`src/adjacency_matrix_dfs_order_assert.svh`:
```
// assertion macros for the depth-first walk block
`ifndef ADJACENCY_MATRIX_DFS_ORDER_ASSERT_SVH
`define ADJACENCY_MATRIX_DFS_ORDER_ASSERT_SVH

// same-cycle implication
`define AMDFS_ASSERT_IMPLIES(label, ante, cons) \
	label: assert property (@(posedge clk) disable iff (!arst_n) (ante) |-> (cons)) \
		else $error("amdfs assertion failed");

// next-cycle implication
`define AMDFS_ASSERT_NEXT(label, ante, cons) \
	label: assert property (@(posedge clk) disable iff (!arst_n) (ante) |=> (cons)) \
		else $error("amdfs assertion failed");

`endif

```
`src/amdfs_ram.sv`:
```
// generic simple dual-port ram with registered read
`default_nettype none

module amdfs_ram #(
	parameter int WIDTH = 8,
	parameter int DEPTH = 64
) (
	input  wire logic                     clk,
	input  wire logic                     we,
	input  wire logic [$clog2(DEPTH)-1:0] waddr,
	input  wire logic [WIDTH-1:0]         wdata,
	input  wire logic [$clog2(DEPTH)-1:0] raddr,
	output logic      [WIDTH-1:0]         rdata
);

	logic [WIDTH-1:0] mem_q [DEPTH];
	logic [WIDTH-1:0] rdata_q;

	always_ff @(posedge clk) begin
		if (we) begin
			mem_q[waddr] <= wdata;
		end
		rdata_q <= mem_q[raddr];
	end

	assign rdata = rdata_q;

endmodule

`default_nettype wire
```
`config.mk`:
```
export PLATFORM = sky130hd
export DESIGN_NAME = amdfs_ram
export DESIGN_NICKNAME = d
export VERILOG_FILES = /design/src/adjacency_matrix_dfs_order_assert.svh /design/src/amdfs_ram.sv
export SDC_FILE = /design/constraint.sdc
export NUM_CORES = 1
export LEC_CHECK = 0
export ABC_AREA = 1
export BUFFER_PORTS_ARGS = -buffer_cell sky130_fd_sc_hd__buf_4
export CORE_MARGIN = 3
export CORE_UTILIZATION = 45
export CTS_BUF_LIST = sky130_fd_sc_hd__clkbuf_16
export DETAILED_ROUTE_END_ITERATION = 10
export GPL_ROUTABILITY_DRIVEN = 0
export GPL_TIMING_DRIVEN = 0
export HOLD_SLACK_MARGIN = 0.1
export PLACE_DENSITY = 0.6
export SLEW_MARGIN = 30
export SYNTH_ARGS = -nofsm -noshare
export SYNTH_HDL_FRONTEND = slang
export SYNTH_SLANG_ARGS = --single-unit
```
`constraint.sdc`:
```
create_clock -name clk -period 3.1 [get_ports clk]
set_input_delay 0.62 -clock clk [delete_from_list [all_inputs] [get_ports clk]]
set_output_delay 0.62 -clock clk [all_outputs]
set_load 0.02 [all_outputs]
```
==> impl_metrics.tcl <==
set metrics [dict create \
    io_pins 30 \
    design.die.area_mm2 0.0501 \
    portBuffers 21 \
    clock_latency_ns 0.62 \
    min_path_type "primary input to flop" \
    cp_top_family "simple AND/OR/NAND/NOR gates" \
    synth.yosys.seq_area_share_pct 72.8 \
    synth.yosys.warnings 0 \
    grt_use_met1_pct 33.9 \
    synth_top_area_share_pct 72.0 \
    power-per-cell-area_mw_per_mm2 633 \
    vdd.ir_drop.worst_uv 481 \
    grt_first_pass_wirelength_um 91900 \
    mappedNetlistArea_mm2 0.0213 \
    leakagePower_uw 0.00875 \
    worstPathCellList "clkbuf_1 > inv_1 > nand4_1 > nor2_1" \
    period_needed_ns 2.72 \
    timing.max_slew.rel_slack_pct 34.4 \
    cts_inserted_buffers 54 \
    avgSynthCellArea_um2 11.8 \
    final_period_utilization_pct 87.9 \
    area_delta_synth_final_pct 12.9 \
    clk_pin_slew_worst_paths_ns 0.06 \
    grt_pass1_vias 13860 \
    synth_top_cells_by_area "sky130_fd_sc_hd__edfxtp_1 72%, sky130_fd_sc_hd__nand2_1 11%, sky130_fd_sc_hd__nand3_1 10%" \
    dpl_cell_area_mm2 0.0224 \
    final_max_slew_viol_count 0 \
    global_route.usage.met2_pct 39.8 \
    setup_viol_count_final 0 \
    synth_cell_types 16 \
    crit_type "primary input to flop" \
    r2r_cells 8 \
    dr_total_vias 14444 \
    routedWlPerCell_um 24.7 \
    skew_ns 0.0358 \
    critPathMaxFanout 9 \
    ant_nets 0 \
    cts.sinks 520 \
    antenna-diode-count 0 \
    maximum_level_of_the_cts_h_tree 2 \
    run_status "finished clean" \
    antenna_violations_before_repair 3 \
    die_h_um 224 \
    synth_top_cell_by_area "sky130_fd_sc_hd__edfxtp_1" \
    critPathArrivalTime_ns 2.95 \
    ys_seq_elements 520 \
    hold-path-cell-count 1 \
    cp.required_ns 3.33 \
    core_region_area_mm2 0.0467 \
    stdcell_area_mm2 0.0241 \
    timing.setup.tns_ns 0 \
    syn-num-nets 1827 \
    nFillCells 4100 \
    drt-pass1-iter-count 6 \
    dp.final_hpwl_um 41100 \
    drt_wl_total_um 62700 \
    globalRoute.busiestLayer "met2" \
    post-route-drc-count 0 \
    track_usage_pct 25.2 \
    floorplan.rows 79 \
    maximum_number_of_pins_on_one_net_before_global_route_repair 65 \
    cts_tree "built" \
    crit_slowest_cell "sky130_fd_sc_hd__nor2_1" \
    numPlacedInstances 2441 \
    initial_utilization_pct 45.7 \
    tightestPinTransition_ns 0.980 \
    timing_hold_violations_final 0 \
    detail_route.iter0.violations 1595 \
    cts_setup_buffers 0 \
    groute.layer.met3.usage_pct 6.12 \
    floorplan.die.width_um 224 \
    vias_per_cell 5.69 \
    max_capacitance_violation_count 0 \
    critPathCaptureType "flop" \
    final_layout_size_suffix_gt1_share_pct 11.0 \
    final_cell_count_no_fill 2540 \
    grt_setup_unrepaired "no" \
    synthCells 1805 \
    cp_slowest_stage_delay_ns 1.00 \
    post_cts.resized_instances 0 \
    timing.critical_path.depth 4 \
    fin_nets 1912 \
    clock_tree.buffer_depth 3 \
    critical_path_buf_inv_count 2 \
    grt-ovfl-total 0 \
    cts.root.buffer_cell "sky130_fd_sc_hd__clkbuf_16" \
    ctsHoldBuffers 0 \
    critical_path.startpoint_type "primary input" \
    fmax_ghz 0.367 \
]
-- final cells by class --
class	count	area [um^2]	share of cell area, %
flip-flops and latches	520	15500	64.5
multi-input cells	1160	5010	20.8
clock buffers	55	1380	5.71
plain buffers	113	808	3.35
well taps	607	759	3.15
clock inverters	44	359	1.49
repair buffers	29	203	0.841
inverters	12	50.0	0.208
-- where the power goes --
part	total (uW)	internal [uW]	switching [uW]	leakage, uW
clock network	6390	3710	2690	0.000887
registers	7800	7780	14.4	0.00467
logic	1070	276	795	0.00319
-- through the flow --
step / setup slack, ns / power [uW] / hold slack [ns] / util (%)
floorplan: 0.714 / 8510 / 0.719 / -
detailed placement: -0.0889 / 9000 / 0.851 / 47.9
finish: 0.376 / 15300 / 0.606 / 51.7
global placement: -0.126 / 8980 / 0.862 / 47.7
CTS: 0.533 / 15300 / 0.530 / 51.6
global route: 0.417 / 15700 / 0.570 / 51.7
-- cells in the mapped netlist --
master	instances
sky130_fd_sc_hd__buf_1	10
sky130_fd_sc_hd__buf_2	37
sky130_fd_sc_hd__buf_4	14
sky130_fd_sc_hd__buf_6	35
sky130_fd_sc_hd__buf_8	2
sky130_fd_sc_hd__clkbuf_1	15
sky130_fd_sc_hd__dfxtp_1	8
sky130_fd_sc_hd__edfxtp_1	512
sky130_fd_sc_hd__inv_1	10
sky130_fd_sc_hd__inv_2	1
sky130_fd_sc_hd__inv_6	1
sky130_fd_sc_hd__nand2_1	648
sky130_fd_sc_hd__nand3_1	439
sky130_fd_sc_hd__nand4_1	9
sky130_fd_sc_hd__nor2_1	56
sky130_fd_sc_hd__nor4_1	8
-- flip-flops by register name (all words and copies together) (netlist names) --
signal and flops:
mem_q 512, rdata 8
-- routing by layer --
metal  wire length, um  up-vias
li1                  -     6533
met1             24900     7057
met2             28900      675
met3              5850      175
met4              2970        4
met5                29        -
-- cells in the final DEF (no fill, tap or decap), types with 17 or more instances in the layout --
| master | Yosys | routed |
|---|---|---|
| sky130_fd_sc_hd__nand2_1 | 648 | 648 |
| sky130_fd_sc_hd__edfxtp_1 | 512 | 512 |
| sky130_fd_sc_hd__nand3_1 | 439 | 439 |
| sky130_fd_sc_hd__clkbuf_16 | 0 | 55 |
| sky130_fd_sc_hd__nor2_1 | 56 | 51 |
| sky130_fd_sc_hd__buf_2 | 37 | 43 |
| sky130_fd_sc_hd__buf_4 | 14 | 37 |
| sky130_fd_sc_hd__buf_6 | 35 | 35 |
| sky130_fd_sc_hd__inv_1 | 10 | 17 |
-- cell families (layout without fill, tap and decap cells) --
| family | Yosys count | count (layout) | synth area share, % |
|---|---|---|---|
| and+or+nand+nor | 1160 | 1160 | 23.2 |
| DFF | 520 | 520 | 72.8 |
| buffers and inverters | 125 | 253 | 4.02 |
-- path summary, 6_finish.rpt --
kind,startpoint,endpoint,slack (ns)
worst max-delay path,waddr[0],mem_q[36][7]$_DFFE_PP_,0.38
worst min-delay path,wdata[7],mem_q[50][7]$_DFFE_PP_,0.61
worst max register to register,mem_q[51][5]$_DFFE_PP_,rdata[5]$_DFF_P_,1.60
worst min register to register,mem_q[40][7]$_DFFE_PP_,rdata[7]$_DFF_P_,0.88
Power figures use the tool's default switching activity.
